<file path="src/rtl/vlrd_pkg.sv">
`timescale 1ns / 1ps
`default_nettype none

package vlrd_pkg;

    localparam int LEN_W = 17;
    localparam int ACC_W = 32;
    localparam int IDX_W = 3;
    localparam int ERR_W = 3;

    localparam logic [LEN_W-1:0] MAX_LEN_RESET = 17'd65536;
    localparam logic [IDX_W-1:0] LAST_LEN_IDX  = 3'd4;

    localparam logic [ERR_W-1:0] ERR_NONE       = 3'd0;
    localparam logic [ERR_W-1:0] ERR_TRUNC_LEN  = 3'd1;
    localparam logic [ERR_W-1:0] ERR_LEN_OVF    = 3'd2;
    localparam logic [ERR_W-1:0] ERR_BAD_LEN    = 3'd3;
    localparam logic [ERR_W-1:0] ERR_TRUNC_BODY = 3'd4;

    localparam logic KIND_BYTE = 1'b0;
    localparam logic KIND_END  = 1'b1;

    typedef enum logic [1:0] {
        PH_LEN  = 2'd0,
        PH_BODY = 2'd1,
        PH_HALT = 2'd2
    } t_phase;

    typedef struct packed {
        logic       kind;
        logic [7:0] data_byte;
    } t_in_item;

    typedef struct packed {
        logic [7:0]       body_byte;
        logic             last_in_record;
        logic [LEN_W-1:0] record_len;
        logic [ERR_W-1:0] error_code;
    } t_out_item;

endpackage

`default_nettype wire

</file>
<file path="src/rtl/vlrd_out_buf.sv">
`timescale 1ns / 1ps
`default_nettype none

module vlrd_out_buf (
    input  wire                       i_clk,
    input  wire                       i_rst_n,
    input  wire                       i_push,
    input  wire vlrd_pkg::t_out_item  i_push_data,
    output logic                      o_push_ready,
    output logic                      o_out_valid,
    input  wire                       i_out_ready,
    output vlrd_pkg::t_out_item       o_out_data
);
    import vlrd_pkg::*;

    logic      r_out_vld, n_out_vld;
    logic      r_skd_vld, n_skd_vld;
    t_out_item r_out, n_out;
    t_out_item r_skd, n_skd;
    logic      w_pop;

    assign w_pop = r_out_vld && i_out_ready;

    always_comb begin
        n_out_vld = r_out_vld;
        n_skd_vld = r_skd_vld;
        n_out     = r_out;
        n_skd     = r_skd;
        if (w_pop) begin
            if (r_skd_vld) begin
                n_out     = r_skd;
                n_out_vld = 1'b1;
                n_skd     = i_push_data;
                n_skd_vld = i_push;
            end else begin
                n_out     = i_push_data;
                n_out_vld = i_push;
            end
        end else if (i_push) begin
            if (!r_out_vld) begin
                n_out     = i_push_data;
                n_out_vld = 1'b1;
            end else begin
                n_skd     = i_push_data;
                n_skd_vld = 1'b1;
            end
        end
    end

    always_ff @(posedge i_clk) begin
        if (!i_rst_n) begin
            r_out_vld <= 1'b0;
            r_skd_vld <= 1'b0;
        end else begin
            r_out_vld <= n_out_vld;
            r_skd_vld <= n_skd_vld;
        end
        r_out <= n_out;
        r_skd <= n_skd;
    end

    assign o_push_ready = !r_skd_vld;
    assign o_out_valid  = r_out_vld;
    assign o_out_data   = r_out;

`ifndef SYNTH
    a_skid_implies_out: assert property (@(posedge i_clk) disable iff (!i_rst_n)
        r_skd_vld |-> r_out_vld)
        else $error("skid entry held without output entry");

    a_no_push_when_full: assert property (@(posedge i_clk) disable iff (!i_rst_n)
        i_push |-> !r_skd_vld)
        else $error("request pushed into full output buffer");

    a_skid_moves_up: assert property (@(posedge i_clk) disable iff (!i_rst_n)
        (r_skd_vld && w_pop) |=> (o_out_valid && o_out_data == $past(r_skd)))
        else $error("skid entry lost on pop");
`endif

endmodule

`default_nettype wire

</file>
<file path="src/rtl/varint_length_record_deframer_unit.sv">
`timescale 1ns / 1ps
`default_nettype none

// Varint length-delimited record deframer. Each record is led by a little-endian
// base-128 length of up to five bytes; body bytes come out one per request with
// the record length and a last-byte flag. Length bytes and a clean end of stream
// give no output. A framing error gives one error request and the block then
// swallows all input until reset. Throughput is one input request per cycle
// while the output buffer can take its result, set by the combinational decode
// step between the input register and the two-entry output buffer; a request is
// held in the input register and its result is registered in the buffer. While
// the output is stalled the buffer holds two results, and the next request that
// gives a result waits in the input register and stops input. The configuration
// port is always ready and may only be written while the block is idle.
module varint_length_record_deframer_unit (
    input  wire                         i_clk,
    input  wire                         i_rst_n,
    input  wire                         i_in_valid,
    output logic                        o_in_ready,
    input  wire vlrd_pkg::t_in_item     i_in_data,
    output logic                        o_out_valid,
    input  wire                         i_out_ready,
    output vlrd_pkg::t_out_item         o_out_data,
    input  wire                         i_cfg_valid,
    output logic                        o_cfg_ready,
    input  wire [vlrd_pkg::LEN_W-1:0]   i_cfg_data
);
    import vlrd_pkg::*;

    logic             r_in_vld;
    t_in_item         r_in;
    logic [LEN_W-1:0] r_max_len;

    t_phase           r_phase, n_phase;
    logic [LEN_W-1:0] r_acc, n_acc;
    logic             r_big, n_big;
    logic [IDX_W-1:0] r_idx, n_idx;
    logic [LEN_W-1:0] r_rem, n_rem;
    logic [LEN_W-1:0] r_cur, n_cur;

    logic             w_has_res;
    t_out_item        w_res;
    logic             w_push_ready;
    logic             w_proc;
    logic [4:0]       w_shamt;
    logic [ACC_W-1:0] w_shifted;
    logic [LEN_W-1:0] w_acc_new;
    logic             w_big_new;
    logic [LEN_W-1:0] w_rem_dec;

    assign o_cfg_ready = 1'b1;

    always_comb begin
        case (r_idx)
            3'd0:    w_shamt = 5'd0;
            3'd1:    w_shamt = 5'd7;
            3'd2:    w_shamt = 5'd14;
            3'd3:    w_shamt = 5'd21;
            default: w_shamt = 5'd28;
        endcase
    end

    assign w_shifted = {{(ACC_W-7){1'b0}}, r_in.data_byte[6:0]} << w_shamt;
    assign w_acc_new = r_acc | w_shifted[LEN_W-1:0];
    assign w_big_new = r_big | (|w_shifted[ACC_W-1:LEN_W]);
    assign w_rem_dec = (r_rem != '0) ? r_rem - 1'b1 : r_rem;

    // next state
    always_comb begin
        n_phase = r_phase;
        n_acc   = r_acc;
        n_big   = r_big;
        n_idx   = r_idx;
        n_rem   = r_rem;
        n_cur   = r_cur;
        if (r_in_vld && r_phase != PH_HALT) begin
            if (r_in.kind == KIND_END) begin
                if (r_phase == PH_BODY || r_idx != '0) begin
                    n_phase = PH_HALT;
                end
            end else if (r_phase == PH_LEN) begin
                if (r_idx == LAST_LEN_IDX && r_in.data_byte[7:4] != 4'd0) begin
                    n_phase = PH_HALT;
                end else if (r_in.data_byte[7] && r_idx != LAST_LEN_IDX) begin
                    n_acc = w_acc_new;
                    n_big = w_big_new;
                    n_idx = r_idx + 1'b1;
                end else if (w_big_new || w_acc_new == '0 || w_acc_new > r_max_len) begin
                    n_phase = PH_HALT;
                end else begin
                    n_cur   = w_acc_new;
                    n_rem   = w_acc_new;
                    n_acc   = '0;
                    n_big   = 1'b0;
                    n_idx   = '0;
                    n_phase = PH_BODY;
                end
            end else begin
                n_rem = w_rem_dec;
                if (w_rem_dec == '0) begin
                    n_phase = PH_LEN;
                end
            end
        end
    end

    // result
    always_comb begin
        w_has_res = 1'b0;
        w_res     = '0;
        if (r_in_vld && r_phase != PH_HALT) begin
            if (r_in.kind == KIND_END) begin
                if (r_phase == PH_BODY) begin
                    w_has_res        = 1'b1;
                    w_res.record_len = r_cur;
                    w_res.error_code = ERR_TRUNC_BODY;
                end else if (r_idx != '0) begin
                    w_has_res        = 1'b1;
                    w_res.error_code = ERR_TRUNC_LEN;
                end
            end else if (r_phase == PH_LEN) begin
                if (r_idx == LAST_LEN_IDX && r_in.data_byte[7:4] != 4'd0) begin
                    w_has_res        = 1'b1;
                    w_res.error_code = ERR_LEN_OVF;
                end else if (!(r_in.data_byte[7] && r_idx != LAST_LEN_IDX) &&
                             (w_big_new || w_acc_new == '0 || w_acc_new > r_max_len)) begin
                    w_has_res        = 1'b1;
                    w_res.error_code = ERR_BAD_LEN;
                end
            end else begin
                w_has_res            = 1'b1;
                w_res.body_byte      = r_in.data_byte;
                w_res.last_in_record = (w_rem_dec == '0);
                w_res.record_len     = r_cur;
                w_res.error_code     = ERR_NONE;
            end
        end
    end

    assign w_proc     = r_in_vld && (!w_has_res || w_push_ready);
    assign o_in_ready = !r_in_vld || w_proc;

    always_ff @(posedge i_clk) begin
        if (!i_rst_n) begin
            r_in_vld  <= 1'b0;
            r_max_len <= MAX_LEN_RESET;
            r_phase   <= PH_LEN;
            r_acc     <= '0;
            r_big     <= 1'b0;
            r_idx     <= '0;
            r_rem     <= '0;
            r_cur     <= '0;
        end else begin
            if (o_in_ready) begin
                r_in_vld <= i_in_valid;
            end
            if (i_cfg_valid) begin
                r_max_len <= i_cfg_data;
            end
            if (w_proc) begin
                r_phase <= n_phase;
                r_acc   <= n_acc;
                r_big   <= n_big;
                r_idx   <= n_idx;
                r_rem   <= n_rem;
                r_cur   <= n_cur;
            end
        end
        if (i_in_valid && o_in_ready) begin
            r_in <= i_in_data;
        end
    end

    vlrd_out_buf u_out_buf (
        .i_clk        (i_clk),
        .i_rst_n      (i_rst_n),
        .i_push       (w_proc && w_has_res),
        .i_push_data  (w_res),
        .o_push_ready (w_push_ready),
        .o_out_valid  (o_out_valid),
        .i_out_ready  (i_out_ready),
        .o_out_data   (o_out_data)
    );

`ifndef SYNTH
    a_halt_sticks: assert property (@(posedge i_clk) disable iff (!i_rst_n)
        (r_phase == PH_HALT && i_rst_n) |=> r_phase == PH_HALT)
        else $error("left halted state without reset");

    a_error_halts: assert property (@(posedge i_clk) disable iff (!i_rst_n)
        (w_proc && w_has_res && w_res.error_code != ERR_NONE && i_rst_n)
        |=> r_phase == PH_HALT)
        else $error("error request without halt");

    a_body_has_bytes: assert property (@(posedge i_clk) disable iff (!i_rst_n)
        r_phase == PH_BODY |-> (r_rem != '0 && r_rem <= r_cur))
        else $error("body phase with bad remaining count");
`endif

endmodule

`default_nettype wire
</file>
<file path="config.mk">
export PLATFORM = sky130hd
export DESIGN_NAME = varint_length_record_deframer_unit
export DESIGN_NICKNAME = d
export VERILOG_FILES = /design/src/rtl/vlrd_pkg.sv /design/src/rtl/vlrd_out_buf.sv /design/src/rtl/varint_length_record_deframer_unit.sv
export SDC_FILE = /design/constraint.sdc
export NUM_CORES = 1
export LEC_CHECK = 0
export BUFFER_PORTS_ARGS = -buffer_cell sky130_fd_sc_hd__buf_2
export CAP_MARGIN = 40
export CORE_UTILIZATION = 40
export DETAILED_ROUTE_END_ITERATION = 12
export PLACE_DENSITY = 0.6
export RECOVER_POWER = 50
export SYNTH_ARGS = -nofsm -noshare
export SYNTH_HDL_FRONTEND = slang
export SYNTH_HIERARCHICAL = 1
export SYNTH_SLANG_ARGS = --single-unit
</file>
<file path="constraint.sdc">
create_clock -name i_clk -period 7.3 [get_ports i_clk]
set_input_delay 0.365 -clock i_clk [delete_from_list [all_inputs] [get_ports i_clk]]
set_output_delay 0.365 -clock i_clk [all_outputs]
set_load 0.02 [all_outputs]
</file>
==> out/qor_table.md, run 1 <==
| Step | Metric | Reported |
|:---|:---|:---|
| logic synthesis | Post-synthesis cell type count | 77 |
| layout | Diodes inserted | 0 |
| clocking | Number of buffers inserted for hold repair after clock tree synthesis | 0 |
| global route | First-pass GRT wire length | 31,300 um |
| routing | Detail-routed net length per standard cell | 18.6 um |
| timing | Clock Skews | 0.0116 ns |
| floorplan | Core ar. | 18,700 um^2 |
| logic synthesis | Mux contribution to synthesized area | 8.83% |
| layout | Share of final-layout standard cells stronger than drive strength 1 | 13.0% |
| power | Net Switching | 0.562 mW |
| worst hold path | Path category of the worst min-delay check | in -> reg |
| run status | Outcome | finished with violations |
| run status | Violated checks | capacitance limit, slew limit |
| worst setup path | Bufs and invs on worst path | 2 |
| clocking | Clock Sinks | 144 |
| floorplan | Starting density of the core | 40.7% |
| placed design | Routability cong. | 0.892 |
| global route | Remaining Overflow, GRT | 0 |
| floorplan | Die area | 19,600 um^2 |
| timing | Minimum clock period | 5.86 ns |
| logic synthesis | Post-Syn Area per Cell | 9.83 um^2 |
| logic synthesis | Synthesized netlist net count | 829 |
| routing | Routed wl met2 | 8780 um |
| timing | Max-slew headroom at the worst pin | -60.1% |
| power | Power share of the sequential group | 43.6% |
| worst setup path | Largest delay contributor family on the critical path | simple AND/OR/NAND/NOR gates |
| timing | Hold Worst Slack | 0.109 ns |
| routing | Highest metal layer with signal wires | met4 |
| placed design | Count of port buffers added during placement | 61 |
| layout | Post-synthesis to final-layout area growth | 12.4% |
| routing | Number of vias per cell after detailed routing | 5.70 |
| clocking | Buffers inserted during post-CTS setup optimization | 0 |
| logic synthesis | Synthesized netlist cell count | 775 |
| logic synthesis | Dominant combinational cell family by area after synthesis | simple AND/OR/NAND/NOR gates |
| logic synthesis | Adder and majority cell fraction of the synthesized area | 3.91% |
| logic synthesis | Parity-gate share of the synthesized area counting xor and xnor cells | 0.230% |
| clocking | Inserted Clock Buffers | 17 |
| power | Net switching share of the total power | 27.7% |
| clocking | Number of cells upsized or downsized after cts | 0 |
| clocking | Clock Root Buffer | clkbuf_16 |
| worst setup path | Arrival time of data at the critical path endpoint | 6.09 ns |
| timing | Setup violations, final | 0 |
| logic synthesis | Synthesis-stage register bit count | 144 |
| routing | Iteration-0 DRC count of the detailed router | 606 |
| timing | Ratio of final minimum period to clock period | 80.3% |
| global route | Largest net degree at the start of global routing | 49 |
| logic synthesis | Synthesized-area fraction occupied by and/or/nand/nor cells | 19.3% |
| logic synthesis | Yosys warns | 6 |
| timing | Number of slew-limit violations in the final report | 77 |
| worst setup path | Cell at the slowest stage of the critical path | nor2_1 |
| clocking | Clock-pin slew of the registers on the worst-case setup and hold paths | 0.07 ns |
| worst setup path | Crit-path cells | inv_1 > ha_1 > nor2_1 > nand3_1 > o221a_2 > a21oi_1 > inv_1 > ha_1 > nand3_1 > o211ai_1 > a221oi_1 > o211ai_1 > a22oi_1 > nand3_1 > nor2_1 > mux2i_1 > nor2_1 |
| timing | Actual transition at the worst max-transition pin | 2.40 ns |
| power | Combinational share of power | 11.4% |
| floorplan | Die outline height | 140 um |
| timing | Setup repair after global routing missed its margin | no |
| worst setup path | Endpoint required time on the critical path | 7.52 ns |
| clocking | Clk_lat worst skew | 0.43 ns |
| routing | M1 WL | 9370 um |
| power | Pwr dens | 237 nW/um^2 |
| floorplan | Std-Cell Rows | 50 |
| logic synthesis | Mapped cell area | 7620 um^2 |
| power | Internal power | 1.47 mW |
| worst setup path | Class of the most critical setup path | reg -> reg |
| flow run | Number of max-cap violations | 2 |
| routing | Initial DRT Pass Iterations | 5 |
| floorplan | Number of top-level design ports | 63 |
| timing | Final hold viol count | 0 |
| floorplan | Horiz. Die Dim | 140 um |
| power | Clock power frac | 45.0% |
| placed design | Dpl hpwl | 13,900 um |
| timing | Total negative setup slack | 0 ns |
| global route | Initial antenna violation count | 0 |
| global route | Number of global-route vias before repair | 5,601 |
| routing | Total vias in the final route | 6,039 |
| clocking | Clock tree from TritonCTS | built |
| routing | Routed WL | 19,700 um |
| logic synthesis | Main flop type after synthesis | dfxtp_1 |
| logic synthesis | Part of the Yosys area used for sequential elements | 46.6% |
| worst setup path | Maximum fanout count along the critical path | 27 |
| layout | Final nets | 866 |
| power | Static power due to leakage | 3.22 nW |
| routing | ANT nets after route | 0 |
| timing | Fmax | 0.171 GHz |
| clocking | Number of H-tree branching levels | 4 |
| worst setup path | Worst stage delay on the critical path | 1.43 ns |
| logic synthesis | Proportion of register bits with asynchronous set or reset after synthesis | 0% |
| worst setup path | Startpoint types | register |
| logic synthesis | Area fraction in compound gates after synthesis | 15.4% |
| worst setup path | CP Capture Type | register |
| global route | Global Route Usage Sum | 20.7% |
| logic synthesis | Number of synthesized flops with an enable pin | 67 |
| routing | DRC errors left | 0 |
| routing | WL met3 | 1110 um |
| power | Peak supply drop | 0.000189 V |
| clocking | Clock tree buffer depth | 2 |
## layout make-up
cell class	instances	area, um^2
clock buffer	17	425
clock inverter	15	189
fill	1802	10100
inverter	39	146
multi-input combinational	540	3590
sequential	144	3550
tap	234	293
timing repair buffer	70	363
## power groups by stage
stage          Combinational [mW]  Clock [mW]  Sequential, mW
3_5_place_dp                0.232           0           0.903
3_3_place_gp                0.229           0           0.904
5_1_grt                     0.255       0.961           0.888
4_1_cts                     0.234       0.927           0.885
6_report                    0.231       0.912           0.885
2_1_floorplan               0.164           0           0.900
## routing by layer
metal	up-vias	GRT usage [%]
met2	219	31.6
met4	0	7.69
met3	29	4.38
li1	2937	-
met1	2854	28.8
met5	-	0
## cell usage in the layout, fill, tap and decap left out, types with 20 or more instances in the layout
| master | netlist | final |
|---|---|---|
| mux2_2 | 22 | 21 |
| nand2_1 | 60 | 60 |
| clkbuf_1 | 33 | 36 |
| buf_2 | 7 | 27 |
| edfxtp_1 | 67 | 67 |
| nor3_1 | 21 | 20 |
| a21oi_1 | 50 | 50 |
| mux2i_1 | 26 | 26 |
| ha_1 | 23 | 23 |
| nand4_1 | 24 | 24 |
| inv_1 | 38 | 39 |
| dfxtp_1 | 77 | 77 |
| nor2_1 | 75 | 76 |
| a211oi_1 | 21 | 21 |
## final timing paths
check	start	end	slack (ns)	cells past startpoint
min	i_in_data[1]	r_in[1]$_DFFE_PP_	0.11	1
max reg2reg	r_idx[0]$_SDFFE_PN0P_	r_cur[4]$_SDFFE_PN0P_	1.44	17
min reg2reg	r_acc[14]$_SDFFE_PN0P_	r_acc[14]$_SDFFE_PN0P_	0.46	2
max	r_idx[0]$_SDFFE_PN0P_	r_cur[4]$_SDFFE_PN0P_	1.44	17
## cell families after synthesis
kind of cell	after synthesis
buf+inv	91
fa+ha+maj	24
simple gates	284
mux	59
flops	144
compound gates	170
other cells	1
xor+xnor	2
## sequential cells by signal, summed over array words and instances (netlist names)
signal / flops
r_in_vld: 1
u_out_buf/r_skd: 29
r_big: 1
r_cur: 17
r_in: 9
u_out_buf/o_out_valid: 1
r_acc: 17
r_max_len: 17
u_out_buf/r_skd_vld: 1
u_out_buf/o_out_data: 29
r_idx: 3
r_rem: 17
r_phase: 2
## synth_stat cells, drive strengths merged, types with 3 or more instances
| cell | count | area [um^2] |
|---|---|---|
| dfxtp | 77 | 1540 |
| nor2 | 76 | 293 |
| edfxtp | 67 | 2010 |
| nand2 | 61 | 231 |
| a21oi | 51 | 267 |
| inv | 39 | 146 |
| clkbuf | 33 | 124 |
| mux2 | 33 | 413 |
| mux2i | 26 | 260 |
| nand4 | 24 | 150 |
| ha | 23 | 288 |
| and2 | 22 | 138 |
| nor3 | 22 | 115 |
| a211oi | 21 | 158 |
| buf | 19 | 159 |
| o21ai | 18 | 90.1 |
| nor4 | 12 | 75.1 |
| o22ai | 12 | 75.1 |
| and3 | 11 | 68.8 |
| nand3 | 11 | 60.1 |
| nor2b | 9 | 63.8 |
| o211ai | 9 | 81.3 |
| or3 | 9 | 56.3 |
| nand2b | 8 | 57.6 |
| a22oi | 6 | 45.0 |
| a2111oi | 5 | 50.0 |
| a21o | 5 | 37.5 |
| or4 | 5 | 37.5 |
| a21boi | 4 | 30.0 |
| a31oi | 4 | 25.0 |
| o21bai | 4 | 30.0 |
| a221oi | 3 | 26.3 |
| a2bb2oi | 3 | 32.5 |
| nor3b | 3 | 22.5 |
| o31ai | 3 | 22.5 |
## through the flow
step	total power, mW	area [um^2]	cells	utilization, %	setup WS, ns
3_3_place_gp	1.13	7990	1024	42.7	1.82
3_5_place_dp	1.13	8050	1027	43.0	1.66
4_1_cts	2.05	8670	1059	46.3	1.61
6_report	2.03	8560	1059	45.8	1.44
5_1_grt	2.10	8560	1059	45.8	0.769
2_1_floorplan	1.06	7620	775	-	1.55
No activity file was read; power rests on OpenSTA's default activity.
==> run 2, diff against run 1 <==
Settings changed: ABC_AREA set to 1.
Clock period 7.3 ns to 5.6 ns, I/O delays scaled along.
==> run 2 against run 1 <==
The flow still finishes with violations (capacitance limit, slew limit). Sequential share of layout area down 1.9 points. First-iteration DRC count down 15%. Combinational power rose to 4.5 times the previous value. Clock power up 20%. Utilization up 0.39 points. Die area up 4.0%. Synthesized cell count up 41%. Hold slack worse by 0.086 ns. Clock skew down 0.0026 ns.
==> out/qor_table.md, run 2 <==
| Step | Metric | Reported | Delta |
|:---|:---|:---|:---|
| clocking | Buffers inserted during post-CTS setup optimization | 0 | unchanged |
| worst hold path | Startpoint of the lowest-slack hold path | i_in_data[6] | was i_in_data[1] |
| layout | Diodes inserted | 0 | unchanged |
| routing | Iteration-0 DRC count of the detailed router | 518 | was 606 |
| power | Power share of the sequential group | 35.6% | was 43.6% |
| logic synthesis | Yosys top cell by area | edfxtp_1 | unchanged |
| clocking | Clock-pin slew of the registers on the worst-case setup and hold paths | 0.06 ns | was 0.07 ns |
| routing | Detail-routed net length per standard cell | 14.2 um | was 18.6 um |
| logic synthesis | Dominant combinational cell family by area after synthesis | simple AND/OR/NAND/NOR gates | unchanged |
| logic synthesis | Parity-gate share of the synthesized area counting xor and xnor cells | 1.22% | was 0.230% |
| logic synthesis | Synthesis-stage register bit count | 144 | unchanged |
| layout | Final nets | 1,200 | was 866 |
| worst setup path | Class of the most critical setup path | reg -> out | was reg -> reg |
| timing | Setup violations, final | 0 | unchanged |
| worst hold path | Path category of the worst min-delay check | in -> reg | unchanged |
| floorplan | Die outline height | 143 um | was 140 um |
| routing | ANT nets after route | 0 | unchanged |
| logic synthesis | Adder and majority cell fraction of the synthesized area | 3.63% | was 3.91% |
| worst setup path | Startpoint of the worst-slack reg-to-reg timing path | r_idx[0]$_SDFFE_PN0P_ | unchanged |
| logic synthesis | Synthesized netlist net count | 1,148 | was 829 |
| layout | Finished Core Util | 46.2% | was 45.8% |
| logic synthesis | Top cells by area, synth | edfxtp_1, dfxtp_1, nand2_1 | was edfxtp_1, dfxtp_1, ha_1 |
| global route | First-pass GRT wire length | 32,800 um | was 31,300 um |
| clocking | Clock Root Buffer | clkbuf_16 | unchanged |
| timing | Minimum clock period | 4.91 ns |  |
| routing | Routed WL | 20,200 um | was 19,700 um |
| worst setup path | Endpoint required time on the critical path | 5.32 ns | was 7.52 ns |
| timing | Max-slew headroom at the worst pin | -59.5% | was -60.1% |
| power | Combinational share of power | 31.5% | was 11.4% |
| logic synthesis | Main flop type after synthesis | dfxtp_1 | unchanged |
| global route | Global Route Usage Sum | 21.1% | was 20.7% |
| clocking | Clock Sinks | 144 | unchanged |
| global route | Largest net degree at the start of global routing | 57 | was 49 |
| logic synthesis | Part of the Yosys area used for sequential elements | 44.8% | was 46.6% |
| timing | Ratio of final minimum period to clock period | 87.7% |  |
| power | Static power due to leakage | 4.30 nW | was 3.22 nW |
| worst setup path | Startpoint types | register | unchanged |
| logic synthesis | Synthesized-area fraction occupied by and/or/nand/nor cells | 32.4% | was 19.3% |
| worst setup path | Maximum fanout count along the critical path | 28 | was 27 |
| logic synthesis | Yosys warns | 6 | unchanged |
| clocking | Number of cells upsized or downsized after cts | 0 | unchanged |
| worst hold path | Number of instances on the worst hold path | 1 | unchanged |
| logic synthesis | Library cell with the highest instance count after synthesis | nand2_1 | was dfxtp_1 |
| worst hold path | Worst hold endpoint | r_in[6]$_DFFE_PP_ | was r_in[1]$_DFFE_PP_ |
| global route | Initial antenna violation count | 0 | unchanged |
| power | Peak supply drop | 0.000267 V | was 0.000189 V |
| worst setup path | Number of cells on the worst reg-to-reg path | 27 | was 17 |
| routing | Total vias in the final route | 6,974 | was 6,039 |
| clocking | Clk_lat worst skew | 0.43 ns | about the same |
| layout | Commonest cells after routing, fill and taps aside | nand2_1, nor2_1, inv_1 | was dfxtp_1, nor2_1, edfxtp_1 |
| clocking | Clock tree from TritonCTS | built | unchanged |
| logic synthesis | Area fraction in compound gates after synthesis | 8.70% | was 15.4% |
| logic synthesis | Proportion of register bits with asynchronous set or reset after synthesis | 0% | unchanged |
| floorplan | Die area | 20,400 um^2 | was 19,600 um^2 |
| timing | Setup repair after global routing missed its margin | no | unchanged |
| timing | Total negative setup slack | 0 ns | unchanged |
| layout | Post-synthesis to final-layout area growth | 13.3% | was 12.4% |
| timing | Fmax | 0.204 GHz |  |
| clocking | Number of buffers inserted for hold repair after clock tree synthesis | 0 | unchanged |
| logic synthesis | Synth top area share | 25.4% | was 26.4% |
| run status | Outcome | finished with violations | unchanged |
| floorplan | Starting density of the core | 40.7% | about the same |
| layout | Share of final-layout standard cells stronger than drive strength 1 | 8.37% | was 13.0% |
| floorplan | Number of top-level design ports | 63 | unchanged |
| worst setup path | R2R setup slack | 0.73 ns | was 1.44 ns |
| placed design | Dpl hpwl | 14,300 um | was 13,900 um |
| clocking | Number of H-tree branching levels | 4 | unchanged |
| floorplan | Std-Cell Rows | 51 | was 50 |
| timing | Actual transition at the worst max-transition pin | 2.39 ns | was 2.40 ns |
| power | Internal power | 2.06 mW | was 1.47 mW |
| logic synthesis | Synth top cells by count | nand2_1, nor2_1, inv_1 | was dfxtp_1, nor2_1, edfxtp_1 |
| logic synthesis | Mux contribution to synthesized area | 0% | was 8.83% |
| timing | Number of slew-limit violations in the final report | 87 | was 77 |
| routing | Number of vias per cell after detailed routing | 4.90 | was 5.70 |
| routing | Initial DRT Pass Iterations | 6 | was 5 |
| run status | Violated checks | capacitance limit, slew limit | unchanged |
| timing | Clock Skews | 0.00900 ns | was 0.0116 ns |
| global route | Number of global-route vias before repair | 6,329 | was 5,601 |
| floorplan | Core ar. | 19,500 um^2 | was 18,700 um^2 |
| global route | Remaining Overflow, GRT | 0 | unchanged |
| logic synthesis | Post-Syn Area per Cell | 7.25 um^2 | was 9.83 um^2 |
| power | Pwr dens | 369 nW/um^2 | was 237 nW/um^2 |
| logic synthesis | Number of synthesized flops with an enable pin | 67 | unchanged |
| logic synthesis | Synthesized netlist cell count | 1,094 | was 775 |
| layout | Most common cell after layout, fill and taps aside | nand2_1 | was dfxtp_1 |
| power | Net switching share of the total power | 37.7% | was 27.7% |
| worst setup path | CP Capture Type | primary output | was register |
| timing | Final hold viol count | 0 | unchanged |
| logic synthesis | Post-synthesis cell type count | 39 | was 77 |
| floorplan | Horiz. Die Dim | 143 um | was 140 um |
| power | Clock power frac | 32.9% | was 45.0% |
| logic synthesis | Mapped cell area | 7930 um^2 | was 7620 um^2 |
| routing | DRC errors left | 0 | unchanged |
| worst setup path | Worst R2R End | r_acc[6]$_SDFFE_PN0P_ | was r_cur[4]$_SDFFE_PN0P_ |
| flow run | Number of max-cap violations | 2 | unchanged |
| worst setup path | Arrival time of data at the critical path endpoint | 4.63 ns | was 6.09 ns |
| clocking | Clock tree buffer depth | 2 | unchanged |
| placed design | Routability cong. | 0.862 | was 0.892 |
| clocking | Inserted Clock Buffers | 17 | unchanged |
| power | Net Switching | 1.25 mW | was 0.562 mW |
| placed design | Count of port buffers added during placement | 61 | unchanged |
| layout | Fill cell instance count of the final layout | 2,006 | was 1,802 |
==> run 2: changes by cell type in the layout (fill, tap and decap cells not counted), moves of 15 or more <==
cell      previous run  this run
nand2_1             60       320
nor2_1              76       180
inv_1               39       126
o21ai_0             17        71
nand3_1             11        59
mux2i_1             26         0
a211oi_1            21         0
mux2_2              21         0
and2_0              17         0
a21oi_1             50        35
==> run 2: final cells by class <==
| class | count | area [um^2] | share of cell area (%) |
|---|---|---|---|
| inverters | 130 | 488 | 5.43 |
| multi-input cells | 775 | 3630 | 40.4 |
| clock buffers | 17 | 425 | 4.73 |
| clock inverters | 15 | 145 | 1.62 |
| repair buffers | 78 | 408 | 4.54 |
| flip-flops and latches | 144 | 3550 | 39.5 |
| well taps | 265 | 332 | 3.69 |
==> run 2: worst max path at each step <==
stage,endpoint,startpoint
2_1_floorplan,u_out_buf/o_out_data[0]$_DFFE_PP_,r_idx[0]$_SDFFE_PN0P_
3_3_place_gp,r_cur[14]$_SDFFE_PN0P_,r_idx[0]$_SDFFE_PN0P_
3_5_place_dp,r_cur[14]$_SDFFE_PN0P_,r_idx[0]$_SDFFE_PN0P_
4_1_cts,o_in_ready,r_idx[0]$_SDFFE_PN0P_
5_1_grt,r_acc[12]$_SDFFE_PN0P_,r_idx[0]$_SDFFE_PN0P_
6_report,o_in_ready,r_idx[0]$_SDFFE_PN0P_
==> run 2: cell families (layout without fill, tap and decap cells) <==
family | Yosys count | in the layout
buffers and inverters | 175 | 240
and+or+nand+nor | 612 | 612
other | 1 | 1
adders and majority gates | 23 | 23
AOI/OAI and AO/OA | 128 | 128
xor gates and xnor gates | 11 | 11
DFF | 144 | 144
==> run 2: per-stage QoR <==
stage,cell area [um^2],total power [mW],hold slack [ns],setup slack (ns),std cells
after CTS,9050,3.33,0.00905,0.895,1424
after detailed placement,8480,2.24,0.458,1.01,1392
after floorplan,7930,1.95,0.379,0.0763,1094
after global routing,8980,3.52,0.0106,0.277,1424
final,8980,3.31,0.0224,0.690,1424
after global placement,8450,2.24,0.455,1.01,1391
==> run 2: metal layers <==
| metal | wire, um | vias up | track usage [%] |
|---|---|---|---|
| met4 | 471 | 0 | 8.43 |
| met5 | 0 | - | 0 |
| li1 | - | 3616 | - |
| met2 | 8730 | 201 | 31.8 |
| met1 | 9910 | 3130 | 29.5 |
| met3 | 1060 | 27 | 4.06 |
==> run 2: power by group through the flow <==
| stage | Sequential (mW) | Clock [mW] | Combinational [mW] |
|---|---|---|---|
| finish | 1.18 | 1.09 | 1.04 |
| global route | 1.19 | 1.15 | 1.18 |
| CTS | 1.18 | 1.11 | 1.04 |
| detailed placement | 1.20 | 0 | 1.03 |
| global placement | 1.20 | 0 | 1.03 |
| floorplan | 1.20 | 0 | 0.745 |
==> run 2: worst max-delay path, stage by stage (launching register included) <==
cell     delay (ns)
dfxtp_1        0.50
inv_1          0.14
ha_1           0.26
o21ai_2        0.43
nand3_1        0.16
nand2_1        0.13
nor2_1         0.07
nand3_1        0.09
nand2_1        0.26
ha_1           0.29
nand2_1        0.05
inv_1          0.03
o21ai_0        0.14
a21oi_1        0.09
nor2_1         0.09
nand3_1        0.08
nand2_1        0.06
inv_1          0.04
nor3_1         0.37
nand2_2        0.15
nand2_1        0.09
nand2_1        0.11
nand3_4        0.29
buf_2          0.25
